File: src/design/jse_pkg.sv
// Shared types and constants for the JSON string escaper.
// Used by jse_front, jse_queue, jse_back and json_string_escaper_top.
`default_nettype none

package jse_pkg;

   localparam int ByteWidth    = 8;
   localparam int LenWidth     = 16;
   localparam int QueueDepth   = 4;
   localparam int StepWidth    = 3;

   localparam logic [LenWidth-1:0] CapacityReset = 16'd256;

   localparam logic [ByteWidth-1:0] ChrQuote     = 8'h22;
   localparam logic [ByteWidth-1:0] ChrBackslash = 8'h5C;
   localparam logic [ByteWidth-1:0] ChrNewline   = 8'h0A;
   localparam logic [ByteWidth-1:0] ChrReturn    = 8'h0D;
   localparam logic [ByteWidth-1:0] ChrTab       = 8'h09;
   localparam logic [ByteWidth-1:0] ChrLowerN    = 8'h6E;
   localparam logic [ByteWidth-1:0] ChrLowerR    = 8'h72;
   localparam logic [ByteWidth-1:0] ChrLowerT    = 8'h74;
   localparam logic [ByteWidth-1:0] ChrLowerU    = 8'h75;
   localparam logic [ByteWidth-1:0] ChrZero      = 8'h30;
   localparam logic [ByteWidth-1:0] ChrLowerA    = 8'h61;
   localparam logic [ByteWidth-1:0] CtrlLimit    = 8'h20;

   // Output sizes of each kind of item
   localparam logic [2:0] NeedPlain   = 3'd1;
   localparam logic [2:0] NeedPair    = 3'd2;
   localparam logic [2:0] NeedUnicode = 3'd6;

   typedef enum logic [1:0] {
      KIND_PLAIN,
      KIND_PAIR,
      KIND_UNICODE,
      KIND_TERM
   } kind_type;

   // One classified item between front and back.
   // data: plain byte, second byte of a pair, or the control byte for \u00xx.
   typedef struct packed {
      kind_type                kind;
      logic [ByteWidth-1:0]    data;
      logic [LenWidth-1:0]     length;
   } entry_type;

endpackage

`default_nettype wire

File: src/design/json_string_escaper_top.sv
// JSON string escaper, top level. A source byte's entry is written into the
// queue, then expanded into the output register. Throughput: one source byte
// per cycle while each gives one output byte; the output side gives one byte
// per cycle while rsp_tready is high, so a pair escape gives two output bytes
// and a \u00xx escape six. The four-entry queue takes up short bursts, then the
// input stalls. Reset (synchronous, active high) sets capacity to 256, clears
// the length and halt state and empties the queue and the output register.
`default_nettype none

module json_string_escaper_top #(
   parameter int QUEUE_DEPTH = jse_pkg::QueueDepth
) (
   input  wire logic                          clock,
   input  wire logic                          reset,
   input  wire logic                          csr_wr_en,
   input  wire logic [jse_pkg::LenWidth-1:0]  csr_wr_data,   // capacity
   input  wire logic                          req_tvalid,
   output logic                               req_tready,
   input  wire logic [7:0]                    req_tdata,     // [7:0] src_byte
   output logic                               rsp_tvalid,
   input  wire logic                          rsp_tready,
   output logic [23:0]                        rsp_tdata,     // [7:0] out_byte, [23:8] out_length
   output logic                               rsp_tlast      // is_last
);
   import jse_pkg::*;

   logic                 push, pop, full, empty;
   entry_type            push_entry, head;
   logic [ByteWidth-1:0] out_byte;
   logic [LenWidth-1:0]  out_length;

   jse_front u_front (
      .clock       (clock),
      .reset       (reset),
      .csr_wr_en   (csr_wr_en),
      .csr_wr_data (csr_wr_data),
      .req_tvalid  (req_tvalid),
      .req_tready  (req_tready),
      .src_byte    (req_tdata),
      .queue_full  (full),
      .push        (push),
      .push_entry  (push_entry)
   );

   jse_queue #(
      .DEPTH (QUEUE_DEPTH)
   ) u_queue (
      .clock      (clock),
      .reset      (reset),
      .push       (push),
      .push_entry (push_entry),
      .full       (full),
      .pop        (pop),
      .head       (head),
      .empty      (empty)
   );

   jse_back u_back (
      .clock      (clock),
      .reset      (reset),
      .head       (head),
      .empty      (empty),
      .pop        (pop),
      .rsp_tvalid (rsp_tvalid),
      .rsp_tready (rsp_tready),
      .out_byte   (out_byte),
      .is_last    (rsp_tlast),
      .out_length (out_length)
   );

   assign rsp_tdata = {out_length, out_byte};

endmodule

`default_nettype wire

File: src/design/jse_front.sv
// Front end of the JSON string escaper: takes source bytes, classifies them,
// checks them against the capacity and pushes work entries. Depends on jse_pkg.
`default_nettype none

module jse_front (
   input  wire logic                          clock,
   input  wire logic                          reset,
   input  wire logic                          csr_wr_en,
   input  wire logic [jse_pkg::LenWidth-1:0]  csr_wr_data,
   input  wire logic                          req_tvalid,
   output logic                               req_tready,
   input  wire logic [jse_pkg::ByteWidth-1:0] src_byte,
   input  wire logic                          queue_full,
   output logic                               push,
   output jse_pkg::entry_type                 push_entry
);
   import jse_pkg::*;

   logic [LenWidth-1:0] capacity_ff, capacity_in;
   logic [LenWidth-1:0] write_position_ff, write_position_in;
   logic                halted_ff, halted_in;

   logic                accept;
   logic [2:0]          need;
   kind_type            kind;
   logic [ByteWidth-1:0] data;
   logic [LenWidth:0]   cap_eff;
   logic [LenWidth:0]   end_pos;
   logic                fits;

   assign req_tready = !queue_full;
   assign accept     = req_tvalid && req_tready;

   always_comb begin
      kind = KIND_PLAIN;
      need = NeedPlain;
      data = src_byte;
      case (src_byte)
         ChrQuote, ChrBackslash: begin
            kind = KIND_PAIR;
            need = NeedPair;
         end
         ChrNewline: begin
            kind = KIND_PAIR;
            need = NeedPair;
            data = ChrLowerN;
         end
         ChrReturn: begin
            kind = KIND_PAIR;
            need = NeedPair;
            data = ChrLowerR;
         end
         ChrTab: begin
            kind = KIND_PAIR;
            need = NeedPair;
            data = ChrLowerT;
         end
         default: begin
            if (src_byte < CtrlLimit) begin
               kind = KIND_UNICODE;
               need = NeedUnicode;
            end
         end
      endcase
   end

   // capacity zero behaves as one; fits when end position stays below capacity
   assign cap_eff = (capacity_ff == '0) ? (LenWidth+1)'(1) : {1'b0, capacity_ff};
   assign end_pos = {1'b0, write_position_ff} + (LenWidth+1)'(need);
   assign fits    = end_pos < cap_eff;

   always_comb begin
      capacity_in       = csr_wr_en ? csr_wr_data : capacity_ff;
      write_position_in = write_position_ff;
      halted_in         = halted_ff;
      push              = 1'b0;
      push_entry.kind   = kind;
      push_entry.data   = data;
      push_entry.length = '0;
      if (accept) begin
         if (src_byte == '0) begin
            push              = 1'b1;
            push_entry.kind   = KIND_TERM;
            push_entry.data   = '0;
            push_entry.length = write_position_ff;
            write_position_in = '0;
            halted_in         = 1'b0;
         end else if (!halted_ff) begin
            if (fits) begin
               push              = 1'b1;
               write_position_in = end_pos[LenWidth-1:0];
            end else begin
               halted_in = 1'b1;
            end
         end
      end
   end

   always_ff @(posedge clock) begin
      if (reset) begin
         capacity_ff       <= CapacityReset;
         write_position_ff <= '0;
         halted_ff         <= 1'b0;
      end else begin
         capacity_ff       <= capacity_in;
         write_position_ff <= write_position_in;
         halted_ff         <= halted_in;
      end
   end

endmodule

`default_nettype wire

File: src/design/jse_queue.sv
// Short register queue of classified entries between front and back.
// Depends on jse_pkg for the entry type.
`default_nettype none

module jse_queue #(
   parameter int DEPTH = jse_pkg::QueueDepth
) (
   input  wire logic               clock,
   input  wire logic               reset,
   input  wire logic               push,
   input  wire jse_pkg::entry_type push_entry,
   output logic                    full,
   input  wire logic               pop,
   output jse_pkg::entry_type      head,
   output logic                    empty
);
   import jse_pkg::*;

   localparam int PtrWidth   = (DEPTH > 1) ? $clog2(DEPTH) : 1;
   localparam int CountWidth = $clog2(DEPTH + 1);
   localparam logic [PtrWidth-1:0]   LastPtr  = PtrWidth'(DEPTH - 1);
   localparam logic [CountWidth-1:0] FullCount = CountWidth'(DEPTH);

   entry_type                 slot_ff [DEPTH];
   logic [PtrWidth-1:0]       wr_ptr_ff, wr_ptr_in;
   logic [PtrWidth-1:0]       rd_ptr_ff, rd_ptr_in;
   logic [CountWidth-1:0]     count_ff, count_in;
   logic                      do_push, do_pop;

   assign full    = (count_ff == FullCount);
   assign empty   = (count_ff == '0);
   assign head    = slot_ff[rd_ptr_ff];
   assign do_push = push && !full;
   assign do_pop  = pop && !empty;

   always_comb begin
      wr_ptr_in = wr_ptr_ff;
      rd_ptr_in = rd_ptr_ff;
      count_in  = count_ff;
      if (do_push) begin
         wr_ptr_in = (wr_ptr_ff == LastPtr) ? '0 : wr_ptr_ff + 1'b1;
      end
      if (do_pop) begin
         rd_ptr_in = (rd_ptr_ff == LastPtr) ? '0 : rd_ptr_ff + 1'b1;
      end
      case ({do_push, do_pop})
         2'b10:   count_in = count_ff + 1'b1;
         2'b01:   count_in = count_ff - 1'b1;
         default: count_in = count_ff;
      endcase
   end

   always_ff @(posedge clock) begin
      if (reset) begin
         wr_ptr_ff <= '0;
         rd_ptr_ff <= '0;
         count_ff  <= '0;
      end else begin
         wr_ptr_ff <= wr_ptr_in;
         rd_ptr_ff <= rd_ptr_in;
         count_ff  <= count_in;
      end
   end

   always_ff @(posedge clock) begin
      if (do_push) begin
         slot_ff[wr_ptr_ff] <= push_entry;
      end
   end

endmodule

`default_nettype wire

File: src/design/jse_back.sv
// Back end of the JSON string escaper: expands queued entries into output
// bytes, one per cycle while rsp_tready is high, into the output register. Depends on jse_pkg.
`default_nettype none

module jse_back (
   input  wire logic                          clock,
   input  wire logic                          reset,
   input  wire jse_pkg::entry_type            head,
   input  wire logic                          empty,
   output logic                               pop,
   output logic                               rsp_tvalid,
   input  wire logic                          rsp_tready,
   output logic [jse_pkg::ByteWidth-1:0]      out_byte,
   output logic                               is_last,
   output logic [jse_pkg::LenWidth-1:0]       out_length
);
   import jse_pkg::*;

   logic                 valid_ff, valid_in;
   logic [ByteWidth-1:0] byte_ff, byte_in;
   logic                 last_ff, last_in;
   logic [LenWidth-1:0]  len_ff, len_in;
   logic [StepWidth-1:0] step_ff, step_in;

   logic                 load;
   logic [StepWidth-1:0] last_step;
   logic [ByteWidth-1:0] exp_byte;
   logic [ByteWidth-1:0] hex_lo;
   logic [3:0]           nib;

   assign nib    = head.data[3:0];
   assign hex_lo = (nib < 4'd10) ? ChrZero + ByteWidth'(nib)
                                 : ChrLowerA + ByteWidth'(nib - 4'd10);

   always_comb begin
      case (head.kind)
         KIND_PAIR:    last_step = StepWidth'(NeedPair - 3'd1);
         KIND_UNICODE: last_step = StepWidth'(NeedUnicode - 3'd1);
         default:      last_step = '0;
      endcase
   end

   always_comb begin
      exp_byte = head.data;
      case (head.kind)
         KIND_PAIR: begin
            exp_byte = (step_ff == '0) ? ChrBackslash : head.data;
         end
         KIND_UNICODE: begin
            case (step_ff)
               3'd0:    exp_byte = ChrBackslash;
               3'd1:    exp_byte = ChrLowerU;
               3'd2:    exp_byte = ChrZero;
               3'd3:    exp_byte = ChrZero;
               3'd4:    exp_byte = ChrZero + ByteWidth'(head.data[4]);
               default: exp_byte = hex_lo;
            endcase
         end
         KIND_TERM:  exp_byte = '0;
         default:    exp_byte = head.data;
      endcase
   end

   // output register loads when empty or its transfer completes
   assign load = !valid_ff || rsp_tready;
   assign pop  = load && !empty && (step_ff == last_step);

   always_comb begin
      valid_in = valid_ff;
      byte_in  = byte_ff;
      last_in  = last_ff;
      len_in   = len_ff;
      step_in  = step_ff;
      if (load) begin
         valid_in = !empty;
         if (!empty) begin
            byte_in = exp_byte;
            last_in = (head.kind == KIND_TERM);
            len_in  = (head.kind == KIND_TERM) ? head.length : '0;
            step_in = (step_ff == last_step) ? '0 : step_ff + 1'b1;
         end
      end
   end

   always_ff @(posedge clock) begin
      if (reset) begin
         valid_ff <= 1'b0;
         step_ff  <= '0;
      end else begin
         valid_ff <= valid_in;
         step_ff  <= step_in;
      end
   end

   always_ff @(posedge clock) begin
      byte_ff <= byte_in;
      last_ff <= last_in;
      len_ff  <= len_in;
   end

   assign rsp_tvalid = valid_ff;
   assign out_byte   = byte_ff;
   assign is_last    = last_ff;
   assign out_length = len_ff;

endmodule

`default_nettype wire
File: config.mk
export PLATFORM = sky130hd
export DESIGN_NAME = json_string_escaper_top
export DESIGN_NICKNAME = d
export VERILOG_FILES = /design/src/design/jse_pkg.sv /design/src/design/json_string_escaper_top.sv /design/src/design/jse_front.sv /design/src/design/jse_queue.sv /design/src/design/jse_back.sv
export SDC_FILE = /design/constraint.sdc
export NUM_CORES = 1
export LEC_CHECK = 0
export BUFFER_PORTS_ARGS = -buffer_cell sky130_fd_sc_hd__buf_2
export CORE_UTILIZATION = 35
export CTS_CLUSTER_DIAMETER = 150
export CTS_CLUSTER_SIZE = 16
export DETAILED_ROUTE_END_ITERATION = 16
export SYNTH_ARGS = -nofsm -noshare
export SYNTH_HDL_FRONTEND = slang
export SYNTH_SLANG_ARGS = --single-unit
File: constraint.sdc
create_clock -name clock -period 11.4 [get_ports clock]
set_clock_uncertainty 0.15 [all_clocks]
set_input_delay 1.71 -clock clock [delete_from_list [all_inputs] [get_ports clock]]
set_output_delay 1.71 -clock clock [all_outputs]
set_load 0.01 [all_outputs]
==> impl_metrics.py, run 1 <==
metrics = {
    "setup_path": {
        "crit_fanout": 18,
        "rrSetupSlack_ps": 5830,
        "critPathLaunchType": "input pin",
        "crit_type": "in -> reg",
        "rr_worst_depth": 20,
        "crit_required_ps": 11600,
        "worstReg2RegStart": "u_front.write_position_ff[0]$_SDFFE_PP0P_",
        "critPathCaptureType": "flop",
        "arrival_ps": 7950,
        "r2r-end": "u_queue.count_ff[2]$_SDFFE_PP0P_",
    },
    "grt": {
        "antenna_found_initial": 0,
        "grt_pass1_wl_um": 26700,
        "grt_overflow_total": 0,
        "grt_pass1_vias": 5147,
        "grtUsageTotal": 0.1479,
        "grt_max_degree": 40,
    },
    "detailed_routing": {
        "drc": 0,
        "dr.pass1.iters": 5,
        "vias": 5052,
        "wl_per_cell_um": 17.15,
        "antenna_left": 0,
        "initialDrtViolationCount": 307,
        "vias_per_cell": 5.182,
        "postRouteWirelength_um": 16720,
    },
    "timing": {
        "tightest_slew_ps": 789.0,
        "relSlewSlack": 0.4740,
        "hold_viol": 0,
        "final.setup.tns_ps": 0,
        "holdWs_ps": 340.5,
        "period_needed_ps": 7749,
        "finalSetupViolCount": 0,
        "rsz0062_at_grt": "false",
        "fin_ws_ps": 3651,
        "fin_crit_sh": 0.6798,
        "maxSlewViolCount": 0,
        "fmax_mhz": 129.0,
    },
    "synth": {
        "yosys_register_bits": 175,
        "synth-edff-count": 129,
        "synthesis.instances": 625,
        "synth_cell_types": 54,
        "syn_nets": 693,
        "synth_area_mm2": 0.008092,
        "synth_top_flop_cell": "edfxtp_1",
        "avgSynthCellArea_um2": 12.95,
        "yosysSeqAreaShare": 0.5925,
        "yosys_warnings": 0,
        "ys_async_sr_fraction": 0,
    },
    "floorplan": {
        "ioPinCount": 56,
        "row_count": 55,
        "core_area_mm2": 0.02264,
        "initial_utilization": 0.3574,
        "die_x_um": 154.1,
        "die_height_um": 154.1,
        "die-area_mm2": 0.02373,
    },
    "clock_tree": {
        "hold_buffers": 0,
        "root_buffer": "clkbuf_16",
        "htree_levels": 4,
        "postCtsSetupBuffers": 0,
        "cts_buffers": 17,
        "cts_tree": "built",
        "clk_latency_ps": 430,
        "cts_resized": 0,
        "cts.path.max_buffers": 2,
        "clk_pin_slew_worst_paths_ps": 60,
        "clkSinkCount": 175,
    },
    "power": {
        "ir_worst_vdd_mv": 0.08985,
        "powerDensity_mw_per_mm2": 211.4,
        "p_leak_nw": 3.460,
    },
    "layout": {
        "drive_gt1_frac": 0.1783,
        "syn2layout_area_growth_pct": 13.87,
        "antenna_cells": 0,
        "postLayoutCellArea_mm2": 0.009214,
        "final_cell_mix": "edfxtp_1 (129), buf_2 (55), dfxtp_1 (45)",
        "mostFrequentLayoutCell": "edfxtp_1",
        "nNetsFinal": 745,
        "fin_cells": 975,
    },
    "hold_path": {
        "min-delay-start": "u_front.write_position_ff[0]$_SDFFE_PP0P_",
        "hold_depth": 2,
        "hp-class": "reg -> reg",
        "hold_end": "u_front.write_position_ff[0]$_SDFFE_PP0P_",
    },
    "place": {
        "dp_hpwl_um": 11450,
        "dpl_cell_area_mm2": 0.008670,
        "gp_congestion": 0.9110,
        "port_buffers": 55,
        "preCtsSetupSlack_ps": 3215,
        "place_inst": 943,
    },
    "job": {
        "max_cap_violations": 0,
    },
    "run_status": {
        "status": "finished clean",
    },
}
final cells by class:
| class | instances | area (µm²) |
|---|---|---|
| Fill cell | 2077 | 13430 |
| Sequential cell | 175 | 4796 |
| Multi-Input combinational cell | 381 | 3039 |
| Clock buffer | 18 | 429.2 |
| Tap cell | 285 | 356.6 |
| Timing Repair Buffer | 62 | 327.8 |
| Inverter | 40 | 150.1 |
| Clock inverter | 14 | 115.1 |
through the flow:
stage	total power, mW	utilization
final	1.948	0.4070
after global routing	2.060	0.4070
after CTS	1.972	0.4070
after detailed placement	1.428	0.3829
after global placement	1.420	0.3829
after floorplan	1.221	-
power by group:
part	internal, mW	total (mW)	switching (mW)
clock	0.300	0.543	0.243
combinational	0.234	0.560	0.326
sequential	0.812	0.845	0.0331
total	1.35	1.95	0.602
critical path, stage by stage:
cell and delay [ps]:
buf_2 150, nor4_1 460, and2_1 260, o21ai_0 200, o31ai_1 200, nor2_1 100
ha_1 230, inv_1 80, fa_1 200, nor2b_1 70, o21ai_1 370, inv_1 100
nand3_1 160, xnor2_1 80, ha_1 320, nand4_1 120, or4_1 580, o211ai_2 630
nand2_1 450, inv_1 220, ha_1 210, inv_1 60, fa_1 380, xor2_1 160
or3_1 300, a21oi_1 140
kinds of logic (layout without fill, tap and decap cells):
logic type	after synthesis	after routing	share of synthesized area
AOI/OAI and AO/OA	80	80	0.06525
xor gates and xnor gates	22	22	0.02381
muxes	44	44	0.09463
and+or+nand+nor	196	196	0.1283
DFF	175	175	0.5925
buffers and inverters	69	134	0.03324
adders and majority gates	39	39	0.06216
flip-flops by register name (all words and copies together) (netlist names), named ones only:
register,flops
u_queue.slot_ff,104
u_back.out_length,16
u_front.capacity_ff,16
u_front.write_position_ff,16
u_back.out_byte,8
u_back.step_ff,3
u_queue.count_ff,3
u_queue.rd_ptr_ff,2
u_queue.wr_ptr_ff,2
u_back.is_last,1
u_back.rsp_tvalid,1
u_front.halted_ff,1
synthesized netlist by cell type (all sizes together), types with 5 or more instances:
cell type | count | area [µm²]
mux4 | 26 | 585.6
buf | 9 | 42.54
and4 | 7 | 61.31
nand2b | 5 | 31.28
nand2 | 29 | 108.9
inv | 39 | 146.4
nand4 | 7 | 43.79
nor3 | 9 | 45.04
dfxtp | 46 | 920.9
nor2 | 42 | 157.7
nor2b | 7 | 43.79
a31oi | 5 | 31.28
clkbuf | 20 | 76.32
xnor2 | 13 | 113.9
nor4 | 9 | 56.30
a41o | 5 | 50.05
xor2 | 9 | 78.83
nand3 | 27 | 135.1
o21ai | 17 | 85.08
and2 | 38 | 237.7
edfxtp | 129 | 3874
a21oi | 24 | 120.1
ha | 37 | 462.9
mux2i | 18 | 180.2
routing by layer:
metal / GRT usage / routed length [µm] / up-vias
met4: 0.06286 / 442 / 0
met5: 0 / 0 / -
li1: - / - / 2421
met1: 0.1838 / 7599 / 2453
met2: 0.2478 / 7870 / 148
met3: 0.03269 / 811 / 30
how the worst max path moves through the flow:
stage | start | end | slack, ps
final | req_tdata[7] | u_queue.count_ff[2]$_SDFFE_PP0P_ | 3650
after global routing | req_tdata[7] | u_queue.count_ff[2]$_SDFFE_PP0P_ | 3110
after CTS | req_tdata[7] | u_queue.count_ff[2]$_SDFFE_PP0P_ | 3670
after detailed placement | req_tdata[7] | u_queue.count_ff[2]$_SDFFE_PP0P_ | 3220
after global placement | req_tdata[7] | u_queue.count_ff[2]$_SDFFE_PP0P_ | 3550
after floorplan | req_tdata[7] | u_queue.count_ff[2]$_SDFFE_PP0P_ | 4770
Power figures use the tool's default switching activity.
==> run 2, diff against run 1 <==
Clock period 11.4 ns to 6.54 ns, I/O delays scaled along.
==> run 2 against run 1 <==
Utilization rose by 0.12 points. Setup slack got worse by 3100 ps. Clock power rose by 74%. Highest routed layer unchanged.
==> impl_metrics.py, run 2 (same netlist as run 1, synthesis figures left out) <==
metrics = {
    "run_status": {
        "status": "finished clean",
    },
    "power": {
        "p_leak_nw": 3.475,
        "pwr-share-clk": 0.278,
        "internal-power_mw": 2.382,
        "sequentialPowerShare": 0.433,
        "p_sw_mw": 1.027,
        "swShare": 0.3012,
        "pwr-share-comb": 0.289,
        "ir_worst_vdd_mv": 0.1495,
        "powerDensity_mw_per_mm2": 368.8,
    },
    "layout": {
        "nNetsFinal": 749,
        "drive_gt1_frac": 0.1746,
        "syn2layout_area_growth_pct": 14.21,
        "n_fill_cell": 2113,
        "registers.top_by_ff_count": "u_queue.slot_ff",
        "largest_reg_flops": 104,
        "mostFrequentLayoutCell": "edfxtp_1",
        "final_cell_mix": "edfxtp_1 (129), buf_2 (55), dfxtp_1 (45)",
        "antenna_cells": 0,
    },
    "clock_tree": {
        "clkSinkCount": 175,
        "hold_buffers": 0,
        "root_buffer": "clkbuf_16",
        "htree_levels": 4,
        "clk_pin_slew_worst_paths_ps": 60,
        "cts.path.max_buffers": 2,
        "clk_latency_ps": 420,
        "cts_tree": "built",
        "cts_buffers": 17,
    },
    "timing": {
        "period_needed_ps": 6009,
        "holdWs_ps": 343.5,
        "finalSetupViolCount": 0,
        "final.setup.tns_ps": 0,
        "fin_crit_sh": 0.9188,
        "maxSlewViolCount": 0,
        "hold_viol": 0,
        "relSlewSlack": 0.4641,
        "tightest_slew_ps": 803.8,
        "fmax_mhz": 166.4,
        "rsz0062_at_grt": "false",
    },
    "grt": {
        "grt_max_degree": 40,
        "grt_pass1_wl_um": 27300,
        "grtUsageTotal": 0.1497,
        "grt_pass1_vias": 5268,
        "antenna_found_initial": 0,
        "grt_overflow_total": 0,
    },
    "floorplan": {
        "initial_utilization": 0.3574,
        "core_area_mm2": 0.02264,
        "die-area_mm2": 0.02373,
        "die_height_um": 154.1,
        "ioPinCount": 56,
        "row_count": 55,
        "die_x_um": 154.1,
    },
    "setup_path": {
        "crit_fanout": 9,
        "critPathCaptureType": "flop",
        "critPathLaunchType": "input pin",
        "rr_worst_depth": 20,
        "crit_required_ps": 6730,
        "crit_type": "in -> reg",
        "rrSetupSlack_ps": 1910,
        "worstReg2RegStart": "u_front.write_position_ff[0]$_SDFFE_PP0P_",
        "critPathCapture": "u_queue.count_ff[2]$_SDFFE_PP0P_",
        "r2r-end": "u_queue.count_ff[2]$_SDFFE_PP0P_",
        "arrival_ps": 6200,
        "cp-startpoint": "req_tdata[7]",
    },
    "detailed_routing": {
        "wl_per_cell_um": 17.45,
        "antenna_left": 0,
        "drc": 0,
        "initialDrtViolationCount": 306,
        "postRouteWirelength_um": 17070,
        "vias": 5126,
        "vias_per_cell": 5.241,
        "dr.pass1.iters": 5,
    },
    "hold_path": {
        "hp-class": "reg -> reg",
    },
    "job": {
        "max_cap_violations": 0,
    },
    "place": {
        "dp_hpwl_um": 11610,
        "gp_congestion": 0.9158,
        "port_buffers": 55,
    },
}
[run 2: changes by cell type in the layout (fill, tap and decap cells not counted), sizes merged]
cell      before  now
inv           43   39
clkbuf        18   22
buf           62   66
clkinv         7    6
clkinvlp       3    2
bufinv         1    2
[run 2: worst max-delay path, cell delays in order]
cell and delay [ps]:
buf_2 150, nor4_1 400, and2_1 260, o21ai_0 200, o31ai_1 120, buf_4 180
nor2_1 60, fa_1 450, nor2b_1 220, o21ai_2 140, inv_1 100, nand3_1 130
xnor2_1 180, ha_1 330, nand4_1 120, or4_1 560, o211ai_2 180, nand2_1 90
inv_1 130, ha_1 190, inv_1 60, fa_1 370, xor2_1 160, or3_1 300
a21oi_1 130
[run 2: worst min path at each step]
stage	startpoint	end	slack (ps)	cells past startpoint
2_1_floorplan	u_front.write_position_ff[0]$_SDFFE_PP0P_	u_front.write_position_ff[0]$_SDFFE_PP0P_	310	2
3_3_place_gp	u_front.write_position_ff[1]$_SDFFE_PP0P_	u_front.write_position_ff[1]$_SDFFE_PP0P_	330	2
3_5_place_dp	u_front.write_position_ff[1]$_SDFFE_PP0P_	u_front.write_position_ff[1]$_SDFFE_PP0P_	340	2
4_1_cts	u_front.write_position_ff[1]$_SDFFE_PP0P_	u_front.write_position_ff[1]$_SDFFE_PP0P_	350	2
5_1_grt	u_front.write_position_ff[1]$_SDFFE_PP0P_	u_front.write_position_ff[1]$_SDFFE_PP0P_	370	2
6_report	u_front.write_position_ff[1]$_SDFFE_PP0P_	u_front.write_position_ff[1]$_SDFFE_PP0P_	340	2
[run 2: final cells by class]
cell class | count | area, µm² | share of cell area
sequential | 175 | 4796 | 0.5190
multi-input combinational | 381 | 3043 | 0.3293
clock buffer | 22 | 444.2 | 0.04806
timing repair buffer | 66 | 357.8 | 0.03872
tap | 285 | 356.6 | 0.03859
inverter | 40 | 150.1 | 0.01625
clock inverter | 9 | 93.84 | 0.01015
[run 2: through the flow]
| stage | utilization | std cells | setup slack [ps] | total power [mW] | instance area, µm² |
|---|---|---|---|---|---|
| after CTS | 0.4080 | 978 | 554.5 | 3.449 | 9238 |
| after global placement | 0.3843 | 947 | 368.4 | 2.480 | 8700 |
| final | 0.4082 | 978 | 531.1 | 3.408 | 9241 |
| after global routing | 0.4082 | 978 | 126.4 | 3.601 | 9241 |
| after floorplan | - | 625 | 634.3 | 2.128 | 8092 |
| after detailed placement | 0.3843 | 947 | 119.6 | 2.500 | 8700 |
[run 2: repair_timing]
| action | CTS | global route |
|---|---|---|
| setup buffers | 0 | 0 |
| resized for setup | 0 | 1 |
| setup endpoints to repair | 0 | 1 |
[run 2: power by group through the flow]
stage	clock (mW)	sequential, mW	combinational (mW)
global route	1.01	1.49	1.10
detailed placement	0	1.50	0.999
CTS	0.968	1.48	1.00
floorplan	0	1.55	0.581
finish	0.947	1.48	0.986
global placement	0	1.49	0.986
[run 2: layer usage]
metal / vias to the layer above / share of wire / GRT usage
li1: 2433 / - / -
met1: 2537 / 0.45 / 0.1857
met2: 133 / 0.49 / 0.2539
met3: 23 / 0.043 / 0.02931
met4: 0 / 0.017 / 0.06429
met5: - / 0 / 0
